**src/hw/rtl/dqvcl_pkg.sv**
```systemverilog
// shared widths, register codes, pipeline records and the square root step
package dqvcl_pkg;

	localparam int VOLT_WIDTH      = 16;
	localparam int REG_WIDTH       = 16;
	localparam int CIRCLE_WIDTH    = 15;
	localparam int CFG_DATA_WIDTH  = 16;
	localparam int CFG_INDEX_WIDTH = 2;

	localparam int CMP_WIDTH  = (VOLT_WIDTH > REG_WIDTH) ? VOLT_WIDTH : REG_WIDTH;
	localparam int RAD_WIDTH  = 2 * CMP_WIDTH;
	localparam int ROOT_WIDTH = CMP_WIDTH;
	localparam int REM_WIDTH  = CMP_WIDTH + 1;
	localparam int TRY_WIDTH  = CMP_WIDTH + 3;
	localparam int C2_WIDTH   = 2 * CIRCLE_WIDTH;
	localparam int ROOT_STAGES = ROOT_WIDTH;

	localparam logic signed [REG_WIDTH-1:0] TORQUE_MAX_RESET = REG_WIDTH'(200);
	localparam logic signed [REG_WIDTH-1:0] FLUX_MIN_RESET   = -REG_WIDTH'(5);
	localparam logic [CIRCLE_WIDTH-1:0]     CIRCLE_MAX_RESET = CIRCLE_WIDTH'(200);

	typedef enum logic [CFG_INDEX_WIDTH-1:0] {
		REG_TORQUE_MAX = 2'd0,
		REG_FLUX_MIN   = 2'd1,
		REG_CIRCLE_MAX = 2'd2
	} cfg_reg_t;

	typedef struct packed {
		logic signed [CMP_WIDTH-1:0] qc;
		logic                        zero;
	} side_t;

	typedef struct packed {
		logic [RAD_WIDTH-1:0] sum;
		logic [RAD_WIDTH-1:0] diff;
		side_t                side;
	} root_in_t;

	typedef struct packed {
		logic [ROOT_WIDTH-1:0] mag;
		logic [ROOT_WIDTH-1:0] qroot;
		side_t                 side;
	} root_out_t;

	typedef struct packed {
		logic [RAD_WIDTH-1:0]  rad;
		logic [REM_WIDTH-1:0]  rem;
		logic [ROOT_WIDTH-1:0] root;
	} root_state_t;

	// one result bit of the digit recurrence
	function automatic root_state_t root_step(input root_state_t s);
		logic [TRY_WIDTH-1:0] sh;
		logic [TRY_WIDTH-1:0] tr;
		root_state_t          r;
		sh = {s.rem, s.rad[RAD_WIDTH-1 -: 2]};
		tr = {1'b0, s.root, 2'b01};
		r.rad = {s.rad[RAD_WIDTH-3:0], 2'b00};
		if (sh >= tr) begin
			r.rem  = REM_WIDTH'(sh - tr);
			r.root = {s.root[ROOT_WIDTH-2:0], 1'b1};
		end else begin
			r.rem  = REM_WIDTH'(sh);
			r.root = {s.root[ROOT_WIDTH-2:0], 1'b0};
		end
		return r;
	endfunction

endpackage

```
**src/hw/rtl/dqvcl_if.sv**
```systemverilog
// request and result channel interfaces
interface dqvcl_in_if;
	logic                                     valid;
	logic                                     ready;
	logic signed [dqvcl_pkg::VOLT_WIDTH-1:0] volt_q;
	logic signed [dqvcl_pkg::VOLT_WIDTH-1:0] volt_d;

	modport source(output valid, output volt_q, output volt_d, input ready);
	modport sink(input valid, input volt_q, input volt_d, output ready);
endinterface

interface dqvcl_out_if;
	logic                                     valid;
	logic                                     ready;
	logic signed [dqvcl_pkg::VOLT_WIDTH-1:0] q_limited;
	logic [dqvcl_pkg::VOLT_WIDTH-1:0]        magnitude;
	logic                                     circle_hit;

	modport source(output valid, output q_limited, output magnitude, output circle_hit,
		input ready);
	modport sink(input valid, input q_limited, input magnitude, input circle_hit,
		output ready);
endinterface

```
**src/hw/rtl/dqvcl_root_pipe.sv**
```systemverilog
// twin pipelined integer square roots, one result bit per stage
module dqvcl_root_pipe (
	input  logic                 clk,
	input  logic                 arst_n,
	input  logic                 in_valid,
	output logic                 in_ready,
	input  dqvcl_pkg::root_in_t  in_data,
	output logic                 out_valid,
	input  logic                 out_ready,
	output dqvcl_pkg::root_out_t out_data
);

	logic [dqvcl_pkg::ROOT_STAGES-1:0] v_q;
	logic [dqvcl_pkg::ROOT_STAGES-1:0] v_in;
	logic [dqvcl_pkg::ROOT_STAGES-1:0] adv;
	logic [dqvcl_pkg::ROOT_STAGES-1:0] ones;

	dqvcl_pkg::root_state_t mag_q  [dqvcl_pkg::ROOT_STAGES];
	dqvcl_pkg::root_state_t qr_q   [dqvcl_pkg::ROOT_STAGES];
	dqvcl_pkg::side_t       side_q [dqvcl_pkg::ROOT_STAGES];
	dqvcl_pkg::root_state_t mag_in [dqvcl_pkg::ROOT_STAGES];
	dqvcl_pkg::root_state_t qr_in  [dqvcl_pkg::ROOT_STAGES];
	dqvcl_pkg::side_t       side_in[dqvcl_pkg::ROOT_STAGES];

	assign ones = '1;
	assign v_in = {v_q[dqvcl_pkg::ROOT_STAGES-2:0], in_valid};

	// a stage moves when the output is taken or some stage at or after it is empty
	always_comb begin
		for (int j = 0; j < dqvcl_pkg::ROOT_STAGES; j++) begin
			adv[j] = out_ready || ((v_q & (ones << j)) != (ones << j));
		end
	end

	always_comb begin
		mag_in[0]  = '{rad: in_data.sum, rem: '0, root: '0};
		qr_in[0]   = '{rad: in_data.diff, rem: '0, root: '0};
		side_in[0] = in_data.side;
		for (int j = 1; j < dqvcl_pkg::ROOT_STAGES; j++) begin
			mag_in[j]  = mag_q[j-1];
			qr_in[j]   = qr_q[j-1];
			side_in[j] = side_q[j-1];
		end
	end

	always_ff @(posedge clk or negedge arst_n) begin
		if (!arst_n) begin
			v_q <= '0;
		end else begin
			for (int j = 0; j < dqvcl_pkg::ROOT_STAGES; j++) begin
				if (adv[j]) begin
					v_q[j] <= v_in[j];
				end
			end
		end
	end

	always_ff @(posedge clk) begin
		for (int j = 0; j < dqvcl_pkg::ROOT_STAGES; j++) begin
			if (adv[j]) begin
				mag_q[j]  <= dqvcl_pkg::root_step(mag_in[j]);
				qr_q[j]   <= dqvcl_pkg::root_step(qr_in[j]);
				side_q[j] <= side_in[j];
			end
		end
	end

	assign in_ready  = adv[0];
	assign out_valid = v_q[dqvcl_pkg::ROOT_STAGES-1];
	assign out_data  = '{
		mag:   mag_q[dqvcl_pkg::ROOT_STAGES-1].root,
		qroot: qr_q[dqvcl_pkg::ROOT_STAGES-1].root,
		side:  side_q[dqvcl_pkg::ROOT_STAGES-1]
	};

endmodule

```
**src/hw/rtl/dq_voltage_circle_limiter_top.sv**
```systemverilog
// d/q voltage circle limiter: clamp, squares, twin root pipelines and result register
//
// Takes one d/q voltage request per cycle while nothing stalls, and returns one result per
// request, in order. The path has one clamp stage, one stage of squaring multipliers, one
// add and compare stage, CMP_WIDTH digit-recurrence stages that find the magnitude and
// the recomputed q side by side one root bit per stage, and the output register. Each
// stage holds while the stage after it is full and stalled, so bubbles close up and
// back-pressure reaches req.ready only when every stage is full.
// Register writes are meant for an empty pipeline.
module dq_voltage_circle_limiter_top (
	input  logic                                   clk,
	input  logic                                   arst_n,
	dqvcl_in_if.sink                               req,
	dqvcl_out_if.source                            rsp,
	input  logic                                   cfg_we,
	input  logic [dqvcl_pkg::CFG_INDEX_WIDTH-1:0] cfg_index,
	input  logic [dqvcl_pkg::CFG_DATA_WIDTH-1:0]  cfg_wdata
);

	logic signed [dqvcl_pkg::REG_WIDTH-1:0] torque_max_q;
	logic signed [dqvcl_pkg::REG_WIDTH-1:0] flux_min_q;
	logic [dqvcl_pkg::CIRCLE_WIDTH-1:0]     circle_max_q;

	logic adv1;
	logic adv2;
	logic adv3;
	logic adv_out;

	logic                                   v_s1;
	logic signed [dqvcl_pkg::CMP_WIDTH-1:0] qc_s1;
	logic signed [dqvcl_pkg::CMP_WIDTH-1:0] dc_s1;

	logic                                   v_s2;
	logic signed [dqvcl_pkg::CMP_WIDTH-1:0] qc_s2;
	logic [dqvcl_pkg::RAD_WIDTH-1:0]        q2_s2;
	logic [dqvcl_pkg::RAD_WIDTH-1:0]        d2_s2;
	logic [dqvcl_pkg::RAD_WIDTH-1:0]        c2_s2;

	logic                                   v_s3;
	dqvcl_pkg::root_in_t                    rin_s3;

	logic                                   rp_in_ready;
	logic                                   rp_valid;
	dqvcl_pkg::root_out_t                   rp_data;

	logic                                   out_valid_q;
	logic [dqvcl_pkg::VOLT_WIDTH-1:0]       q_limited_q;
	logic [dqvcl_pkg::VOLT_WIDTH-1:0]       magnitude_q;
	logic                                   circle_hit_q;

	logic signed [dqvcl_pkg::CMP_WIDTH-1:0] q_x;
	logic signed [dqvcl_pkg::CMP_WIDTH-1:0] d_x;
	logic signed [dqvcl_pkg::CMP_WIDTH-1:0] tmax_x;
	logic signed [dqvcl_pkg::CMP_WIDTH-1:0] fmin_x;
	logic signed [dqvcl_pkg::CMP_WIDTH-1:0] qc_nx;
	logic signed [dqvcl_pkg::CMP_WIDTH-1:0] dc_nx;
	logic signed [dqvcl_pkg::RAD_WIDTH-1:0] q2_full;
	logic signed [dqvcl_pkg::RAD_WIDTH-1:0] d2_full;
	logic [dqvcl_pkg::C2_WIDTH-1:0]         c2_full;
	logic                                   hit;
	logic [dqvcl_pkg::CMP_WIDTH-1:0]        q_sel;

	// configuration registers
	always_ff @(posedge clk or negedge arst_n) begin
		if (!arst_n) begin
			torque_max_q <= dqvcl_pkg::TORQUE_MAX_RESET;
			flux_min_q   <= dqvcl_pkg::FLUX_MIN_RESET;
			circle_max_q <= dqvcl_pkg::CIRCLE_MAX_RESET;
		end else if (cfg_we) begin
			unique case (cfg_index)
				dqvcl_pkg::REG_TORQUE_MAX: torque_max_q <= cfg_wdata[dqvcl_pkg::REG_WIDTH-1:0];
				dqvcl_pkg::REG_FLUX_MIN:   flux_min_q   <= cfg_wdata[dqvcl_pkg::REG_WIDTH-1:0];
				dqvcl_pkg::REG_CIRCLE_MAX: circle_max_q <= cfg_wdata[dqvcl_pkg::CIRCLE_WIDTH-1:0];
				default: ;
			endcase
		end
	end

	// stall chain
	assign adv_out   = !out_valid_q || rsp.ready;
	assign adv3      = !v_s3 || rp_in_ready;
	assign adv2      = !v_s2 || adv3;
	assign adv1      = !v_s1 || adv2;
	assign req.ready = adv1;

	// stage 1: clamps
	always_comb begin
		q_x    = dqvcl_pkg::CMP_WIDTH'(req.volt_q);
		d_x    = dqvcl_pkg::CMP_WIDTH'(req.volt_d);
		tmax_x = dqvcl_pkg::CMP_WIDTH'(torque_max_q);
		fmin_x = dqvcl_pkg::CMP_WIDTH'(flux_min_q);
		qc_nx  = (q_x >= tmax_x) ? tmax_x : q_x;
		dc_nx  = (d_x <= fmin_x) ? fmin_x : d_x;
	end

	// stage 2: squares
	always_comb begin
		q2_full = qc_s1 * qc_s1;
		d2_full = dc_s1 * dc_s1;
		c2_full = circle_max_q * circle_max_q;
	end

	// output stage: circle decision
	always_comb begin
		hit   = rp_data.mag > dqvcl_pkg::CMP_WIDTH'(circle_max_q);
		q_sel = hit ? (rp_data.side.zero ? '0 : rp_data.qroot) : rp_data.side.qc;
	end

	always_ff @(posedge clk or negedge arst_n) begin
		if (!arst_n) begin
			v_s1        <= 1'b0;
			v_s2        <= 1'b0;
			v_s3        <= 1'b0;
			out_valid_q <= 1'b0;
		end else begin
			if (adv1) begin
				v_s1 <= req.valid;
			end
			if (adv2) begin
				v_s2 <= v_s1;
			end
			if (adv3) begin
				v_s3 <= v_s2;
			end
			if (adv_out) begin
				out_valid_q <= rp_valid;
			end
		end
	end

	always_ff @(posedge clk) begin
		if (adv1) begin
			qc_s1 <= qc_nx;
			dc_s1 <= dc_nx;
		end
		if (adv2) begin
			qc_s2 <= qc_s1;
			q2_s2 <= q2_full;
			d2_s2 <= d2_full;
			c2_s2 <= dqvcl_pkg::RAD_WIDTH'(c2_full);
		end
		if (adv3) begin
			rin_s3.sum       <= q2_s2 + d2_s2;
			rin_s3.diff      <= c2_s2 - d2_s2;
			rin_s3.side.qc   <= qc_s2;
			rin_s3.side.zero <= d2_s2 >= c2_s2;
		end
		if (adv_out) begin
			q_limited_q  <= q_sel[dqvcl_pkg::VOLT_WIDTH-1:0];
			magnitude_q  <= rp_data.mag[dqvcl_pkg::VOLT_WIDTH-1:0];
			circle_hit_q <= hit;
		end
	end

	dqvcl_root_pipe u_root (
		.clk       (clk),
		.arst_n    (arst_n),
		.in_valid  (v_s3),
		.in_ready  (rp_in_ready),
		.in_data   (rin_s3),
		.out_valid (rp_valid),
		.out_ready (adv_out),
		.out_data  (rp_data)
	);

	assign rsp.valid      = out_valid_q;
	assign rsp.q_limited  = q_limited_q;
	assign rsp.magnitude  = magnitude_q;
	assign rsp.circle_hit = circle_hit_q;

	// first stage fills only from an accepted request
	a_s1_fill: assert property (@(posedge clk) disable iff (!arst_n)
		$rose(v_s1) |-> $past(req.valid && req.ready))
		else $error("stage 1 filled without a request");

	// a blocked first stage keeps its contents
	a_s1_hold: assert property (@(posedge clk) disable iff (!arst_n)
		v_s1 && !adv2 |=> v_s1 && $stable(qc_s1) && $stable(dc_s1))
		else $error("stage 1 lost data under stall");

	// result register fills only from the root pipeline
	a_out_fill: assert property (@(posedge clk) disable iff (!arst_n)
		$rose(out_valid_q) |-> $past(rp_valid))
		else $error("result appeared without a root pipeline result");

	// a circle hit needs a nonzero magnitude
	a_hit_mag: assert property (@(posedge clk) disable iff (!arst_n)
		rsp.valid && rsp.circle_hit |-> rsp.magnitude != '0)
		else $error("circle hit with zero magnitude");

endmodule

```
**src/flat_wrapper.sv**
```systemverilog
// flat-port wrapper written by rule: the top's interface ports become plain ports
module dq_voltage_circle_limiter_top_flat 
  (clk, arst_n, cfg_we, cfg_index, cfg_wdata, req_valid, req_volt_q, req_volt_d, req_ready, rsp_valid, rsp_q_limited, rsp_magnitude, rsp_circle_hit, rsp_ready);
  dqvcl_in_if req_i ();
  dqvcl_out_if rsp_i ();
  input  logic clk;
  input  logic arst_n;
  input  logic cfg_we;
  input  logic [dqvcl_pkg::CFG_INDEX_WIDTH-1:0] cfg_index;
  input  logic [dqvcl_pkg::CFG_DATA_WIDTH-1:0] cfg_wdata;
  input wire logic [$bits(req_i.valid)-1:0] req_valid;
  input wire logic [$bits(req_i.volt_q)-1:0] req_volt_q;
  input wire logic [$bits(req_i.volt_d)-1:0] req_volt_d;
  output wire logic [$bits(req_i.ready)-1:0] req_ready;
  output wire logic [$bits(rsp_i.valid)-1:0] rsp_valid;
  output wire logic [$bits(rsp_i.q_limited)-1:0] rsp_q_limited;
  output wire logic [$bits(rsp_i.magnitude)-1:0] rsp_magnitude;
  output wire logic [$bits(rsp_i.circle_hit)-1:0] rsp_circle_hit;
  input wire logic [$bits(rsp_i.ready)-1:0] rsp_ready;
  assign req_i.valid = req_valid;
  assign req_i.volt_q = req_volt_q;
  assign req_i.volt_d = req_volt_d;
  assign req_ready = req_i.ready;
  assign rsp_valid = rsp_i.valid;
  assign rsp_q_limited = rsp_i.q_limited;
  assign rsp_magnitude = rsp_i.magnitude;
  assign rsp_circle_hit = rsp_i.circle_hit;
  assign rsp_i.ready = rsp_ready;
  dq_voltage_circle_limiter_top u_core (.clk(clk), .arst_n(arst_n), .req(req_i), .rsp(rsp_i), .cfg_we(cfg_we), .cfg_index(cfg_index), .cfg_wdata(cfg_wdata));
endmodule
```
**config.mk**
```make
export PLATFORM = sky130hd
export DESIGN_NAME = dq_voltage_circle_limiter_top_flat
export DESIGN_NICKNAME = d
export VERILOG_FILES = /design/src/hw/rtl/dqvcl_pkg.sv /design/src/hw/rtl/dqvcl_if.sv /design/src/hw/rtl/dqvcl_root_pipe.sv /design/src/hw/rtl/dq_voltage_circle_limiter_top.sv /design/src/flat_wrapper.sv
export SDC_FILE = /design/constraint.sdc
export NUM_CORES = 2
export LEC_CHECK = 0
export BUFFER_PORTS_ARGS = -buffer_cell sky130_fd_sc_hd__buf_2
export CAP_MARGIN = 20
export CORE_MARGIN = 4
export CORE_UTILIZATION = 35
export DETAILED_ROUTE_END_ITERATION = 8
export GPL_TIMING_DRIVEN = 1
export SYNTH_ARGS = -nofsm -noshare
export SYNTH_HDL_FRONTEND = slang
export SYNTH_SLANG_ARGS = --single-unit
export TNS_END_PERCENT = 1
```
**constraint.sdc**
```tcl
create_clock -name clk -period 11.15 [get_ports clk]
set_clock_uncertainty 0.15 [all_clocks]
set_input_delay 1.115 -clock clk [delete_from_list [all_inputs] [get_ports clk]]
set_output_delay 1.115 -clock clk [all_outputs]
set_load 0.1 [all_outputs]
```
### After elaboration in Yosys (flattened, before gate mapping)

Memory sizes are Yosys's and may differ from the RTL's.
Cells that the tools add are included.

* add/sub/neg operators: 34
* multipliers: 3
* $lt $le $gt $ge: 36
* equal/unequal tests: 17
* muxes and demuxes: 100
* bitwise operators: 1
* reductions and logical operators: 28

Operator list (number)
* $mux W33: 64
* $ge A19 B18 Y1: 30
* $sub A17 B17 Y17: 30
* $mul A16 B16 Y32: 2
* $mux W16: 4
* $add A32 B32 Y32: 1
* $ge A32 B30 Y1: 1
* $mux W1: 32
* $sub A30 B32 Y32: 1
* $mul A15 B15 Y30: 1
* $logic_or A1 B1 Y1: 20
* $ge A16 B16 Y1: 1
* $gt A16 B15 Y1: 1
* $le A16 B16 Y1: 1
* $ne A16 B16 Y1 const B: 1
* $ne A15 B15 Y1 const B: 1
* $ne A14 B14 Y1 const B: 1
* $ne A13 B13 Y1 const B: 1
* $ne A12 B12 Y1 const B: 1
* $ne A11 B11 Y1 const B: 1
* $ne A10 B10 Y1 const B: 1
* $ne A9 B9 Y1 const B: 1
* $ne A8 B8 Y1 const B: 1
* $ne A7 B7 Y1 const B: 1
* 13 further kinds: 20

* register bits after elaboration: 323
* bits in writable memories: 2288
* input port bits: 55
* output and inout bits: 35
* logic and storage cells: 258
* memories kept: 3

Memories
* u_core.u_root.mag_q: depth 16, width 63, rd ports 16, clocked after memory_dff 0, wr ports 16, line dqvcl_root_pipe.sv:18 `dqvcl_pkg::root_state_t mag_q [dqvcl_pkg::ROOT_STAGES];`
* u_core.u_root.qr_q: depth 16, width 63, rd ports 16, clocked after memory_dff 0, wr ports 16, line dqvcl_root_pipe.sv:19 `dqvcl_pkg::root_state_t qr_q [dqvcl_pkg::ROOT_STAGES];`
* u_core.u_root.side_q: depth 16, width 17, rd ports 16, clocked after memory_dff 0, wr ports 16, line dqvcl_root_pipe.sv:20 `dqvcl_pkg::side_t side_q [dqvcl_pkg::ROOT_STAGES];`

### Longest topological paths before layout

* depth after elaboration: 6
* mapped depth: 25

### Cells and area by module

A second synthesis with hierarchy kept.

* cells, all modules: 8315
* area, all modules: 103275.3 um^2

By module, submodules not included
* dqvcl_root_pipe: times used 1, cells each 4602, area each 65295.1 um^2, sequential area each 45383.5 um^2
* dq_voltage_circle_limiter_top: times used 1, cells each 3713, area each 37980.2 um^2, sequential area each 8869.8 um^2

### Worst setup path before layout

No wires, ideal clock.

* kind: input-to-output
* start point: in rsp_ready
* end point: out req_ready
* data arrival time: 9.050 ns
* data required time: 9.885 ns
* setup slack: 0.835 ns
* stages on the path: 8
* path buffers: 0
* path through: nor2b_1 > nand2_1 > nor2_1 > nand2_1 > nor4_1 > nand3_1 > nor2_1 > nand2_1

* word-level cells in the longest chain between the ends: 5

RTL lines
* start, declared: line flat_wrapper.sv:19 `input wire logic [$bits(rsp_i.ready)-1:0] rsp_ready;`
* $logic_or A1 B1 Y1: line dq_voltage_circle_limiter_top.sv:80 `assign adv_out = !out_valid_q || rsp.ready;`
* $logic_or A1 B1 Y1: line dqvcl_root_pipe.sv:31 `adv[j] = out_ready || ((v_q & (ones << j)) != (ones << j));`
* $logic_or A1 B1 Y1: line dq_voltage_circle_limiter_top.sv:81 `assign adv3 = !v_s3 || rp_in_ready;`
* named net u_core.adv3: line dq_voltage_circle_limiter_top.sv:26 `logic adv3;`
* $logic_or A1 B1 Y1: line dq_voltage_circle_limiter_top.sv:82 `assign adv2 = !v_s2 || adv3;`
* $logic_or A1 B1 Y1: line dq_voltage_circle_limiter_top.sv:83 `assign adv1 = !v_s1 || adv2;`
* end, declared: line flat_wrapper.sv:14 `output wire logic [$bits(req_i.ready)-1:0] req_ready;`

The timed path passes the listed nets, and every way through them passes these cells.

### Worst setup path after layout

* start point: reg u_core.qc_s1[15] (netlist bit)
* end point: reg u_core.q2_s2[31] (netlist bit), data pin

* word-level cells in the longest chain between the ends: 1

RTL lines
* start, declared: line dq_voltage_circle_limiter_top.sv:30 `logic signed [dqvcl_pkg::CMP_WIDTH-1:0] qc_s1;`
* start signal, assigned: line dq_voltage_circle_limiter_top.sv:133 `qc_s1 <= qc_nx;`
* $mul A16 B16 Y32: line dq_voltage_circle_limiter_top.sv:98 `q2_full = qc_s1 * qc_s1;`
* named net u_core.q2_full (one bit): line dq_voltage_circle_limiter_top.sv:57 `logic signed [dqvcl_pkg::RAD_WIDTH-1:0] q2_full;`
* end signal, assigned: line dq_voltage_circle_limiter_top.sv:138 `q2_s2 <= q2_full;`
* end, declared: line dq_voltage_circle_limiter_top.sv:35 `logic [dqvcl_pkg::RAD_WIDTH-1:0] q2_s2;`

The timed path passes the listed nets, and every way through them passes these cells.
A chain may end at the register's enable or synchronous reset.

==> run metrics <==
status finished, final reports clean; largest net degree at the start of global routing 90; Buf+Inv Stages, Crit Path 5; most frequent cells after synthesis edfxtp_1, inv_1, ha_1, fa_1, nand2_1; Avg Cell Area, Syn 12.56 um^2; CP max FO 19; crit path launch u_core.qc_s1[15]; Max Cap Viol 0; Syn Inst Count 8161; reg-to-reg critical path startpoint u_core.qc_s1[15]; routed wire length per instance 17.67 um; IO Pins 90; H-Tree Depth 4; drt drc 0; max-slew violations 0; Routed Antenna Nets 0; Skew-Pair Late Insertion Delay 0.87 ns; Async SR Flop Fraction 3.687%; PortBufs 89; Util after Layout 39.16%; gpl congestion 0.8798; Compound-Gate Fraction of Synth Area 7.069%; WP data required 11.51 ns; vias per inst 4.785; Via Count 59370; R2R setup slack 3.32 ns; Synth top area share 51.26%; count leader, synth edfxtp_1; Die Ht 549.2 um; synth unique cells 83; clk sinks 1817; Fin. Hold Viols 0; vias in the first global route 62380; clk buf depth 4; CP Depth 21; Post-synth EDFFs 1750; most used cell along the critical path fa_1; NumNets Final 9705; critical path class flip-flop to flip-flop; share of cells above drive strength 1 7.483%; Initial Util 35.19%; Yosys top cell by area edfxtp_1; Area Overhead vs Synth 11.27%; WP data arrival 8.19 ns; DRT Pass-1 Iters 6; CP startpoint kind flip-flop; FP Rows 198; Least-Margin Pin Slew 1.097 ns; Num CTS Buffers 191; overall routing resource usage 14.57%; largest cells by area after synthesis edfxtp_1, fa_1, ha_1; Post-Syn Area 102500 um^2; Setup crit end u_core.q2_s2[31]; dpl cells 12060; die width 549.2 um; unrepaired setup endpoints after global routing no; CTS root buffer clkbuf_16; hpwl dp 170300 um; Synth Area in XOR/XNOR 4.357%; Yosys reg bits 1817; grt total ovfl 0; initial antenna violation count 23; Die ar. 301600 um^2; CP max stage delay 0.81 ns; mux share of post-synthesis cell area 1.476%; first-pass GRT wire length 348100 um; minimum clock period 7.827 ns; Critical R2R Capture u_core.q2_s2[31]; final setup vio count 0; depth of the most critical reg-to-reg path 21; Max Freq 0.1278 GHz; Rel. slew slack 26.88%; number of fill cells 27380; critical-path cell list inv_1 -> nor2_1 -> fa_1 -> inv_1 -> fa_1 -> inv_1 -> fa_1 -> fa_1 -> fa_1 -> inv_1 -> fa_1 -> inv_1 -> ha_1 -> nand3_1 -> nor4_1 -> o211ai_1 -> a211oi_1 -> o311ai_0 -> nand2b_1 -> a21oi_1 -> xnor2_1; CP top delay family adder cells; Hold/Removal Path Class flip-flop to flip-flop; Iter 0 DRT Violations 3735; Ys Warns 0; Min Hold Slack 0.1871 ns; register area share after synthesis 52.92%; nature of the critical path endpoint flip-flop; post-synthesis simple-gate area fraction 8.410%; Reg clk slew, reported paths 0.07 ns; Synth Area in Adders 20.30%; top_reg_cell synth edfxtp_1; slowest library cell on the worst path edfxtp_1; CTS tree built; Period Utilization, post-route 70.20%; Final Non-Filler Cells 12410; Post-Route WL 219200 um; CORE AREA 291300 um^2; largest family of logic cells by synthesized area adder cells; post-CTS sizing 0; setup TNS 0 ns
==> worst min path at each step <==
stage	from	end	slack, ns	depth (start not counted)
after floorplan	u_core.qc_s2[9]	u_core.rin_s3[10]	0.25	0
after global placement	u_core.u_root.side_q[0][94]	u_core.u_root.side_q[0][111]	0.25	0
after detailed placement	u_core.qc_s2[5]	u_core.rin_s3[6]	0.25	0
after CTS	u_core.u_root.mag_q[0][111]	u_core.u_root.mag_q[0][176]	0.18	0
after global routing	u_core.u_root.mag_q[0][47]	u_core.u_root.mag_q[0][112]	0.20	0
final	u_core.u_root.mag_q[0][111]	u_core.u_root.mag_q[0][176]	0.19	0
==> per-stage QoR <==
step | setup slack (ns) | area [um^2]
detailed placement | 3.448 | 107800
global route | 2.668 | 114100
CTS | 3.384 | 113900
finish | 3.323 | 114100
global placement | 3.479 | 107700
floorplan | 0.8355 | 102500
==> state kept, by name, summed over array words and instances, names as in the netlist, 29 cells and up <==
register	cells
u_core.u_root.side_q	272
u_core.c2_s2	29
u_core.u_root.mag_q	613
u_core.q2_s2	30
u_core.rin_s3	81
u_core.d2_s2	31
u_core.u_root.qr_q	613
==> what timing repair did <==
action                    in CTS  in global routing
buffers inserted               0                  0
hold buffers                   1                  0
hold endpoints to repair       7                  0
==> layer usage <==
| metal | track usage (%) | part of all wire, % | vias up |
|---|---|---|---|
| li1 | - | - | 28440 |
| met1 | 18.99 | 43 | 29390 |
| met2 | 25.22 | 49 | 1189 |
| met3 | 1.772 | 4.2 | 352 |
| met4 | 4.705 | 3.3 | 0 |
| met5 | 0 | 0 | - |
==> logic make-up after synthesis <==
logic type / count (synthesis)
compound gates: 1151
mux: 135
xor+xnor: 510
simple gates: 1762
other cells: 1
buf+inv: 1491
flops: 1817
fa+ha+maj: 1294
==> worst register-to-register path, cell delays in order (launching register included) <==
cell,delay (ns)
edfxtp_1,0.81
inv_1,0.52
nor2_1,0.34
fa_1,0.46
inv_1,0.27
fa_1,0.53
inv_1,0.35
fa_1,0.48
fa_1,0.47
fa_1,0.55
inv_1,0.05
fa_1,0.53
inv_1,0.04
ha_1,0.34
nand3_1,0.11
nor4_1,0.40
o211ai_1,0.27
a211oi_1,0.35
o311ai_0,0.20
nand2b_1,0.11
a21oi_1,0.08
xnor2_1,0.12
==> final cells by class <==
type,instances,area (um^2),share of cell area (%)
flip-flops and latches,1817,54250,47.56
clock buffers,224,4935,4.326
repair buffers,129,858.3,0.7524
diodes,7,17.52,0.01536
clock inverters,112,1204,1.055
inverters,1363,5129,4.496
well taps,3900,4880,4.277
multi-input cells,4854,42800,37.52
==> layout by cell type, fill, tap and decap left out, types with 192 or more instances in the layout <==
master / n
o21ai_0: 247
nand2_1: 457
fa_1: 615
edfxtp_1: 1750
clkbuf_16: 192
xor2_1: 201
a21oi_1: 369
inv_1: 1352
ha_1: 679
nor2_1: 451
xnor2_1: 309
Power is left out: the tool's default activity adds up to more than one toggle a clock period on the data nets, which glitch-free logic cannot reach.
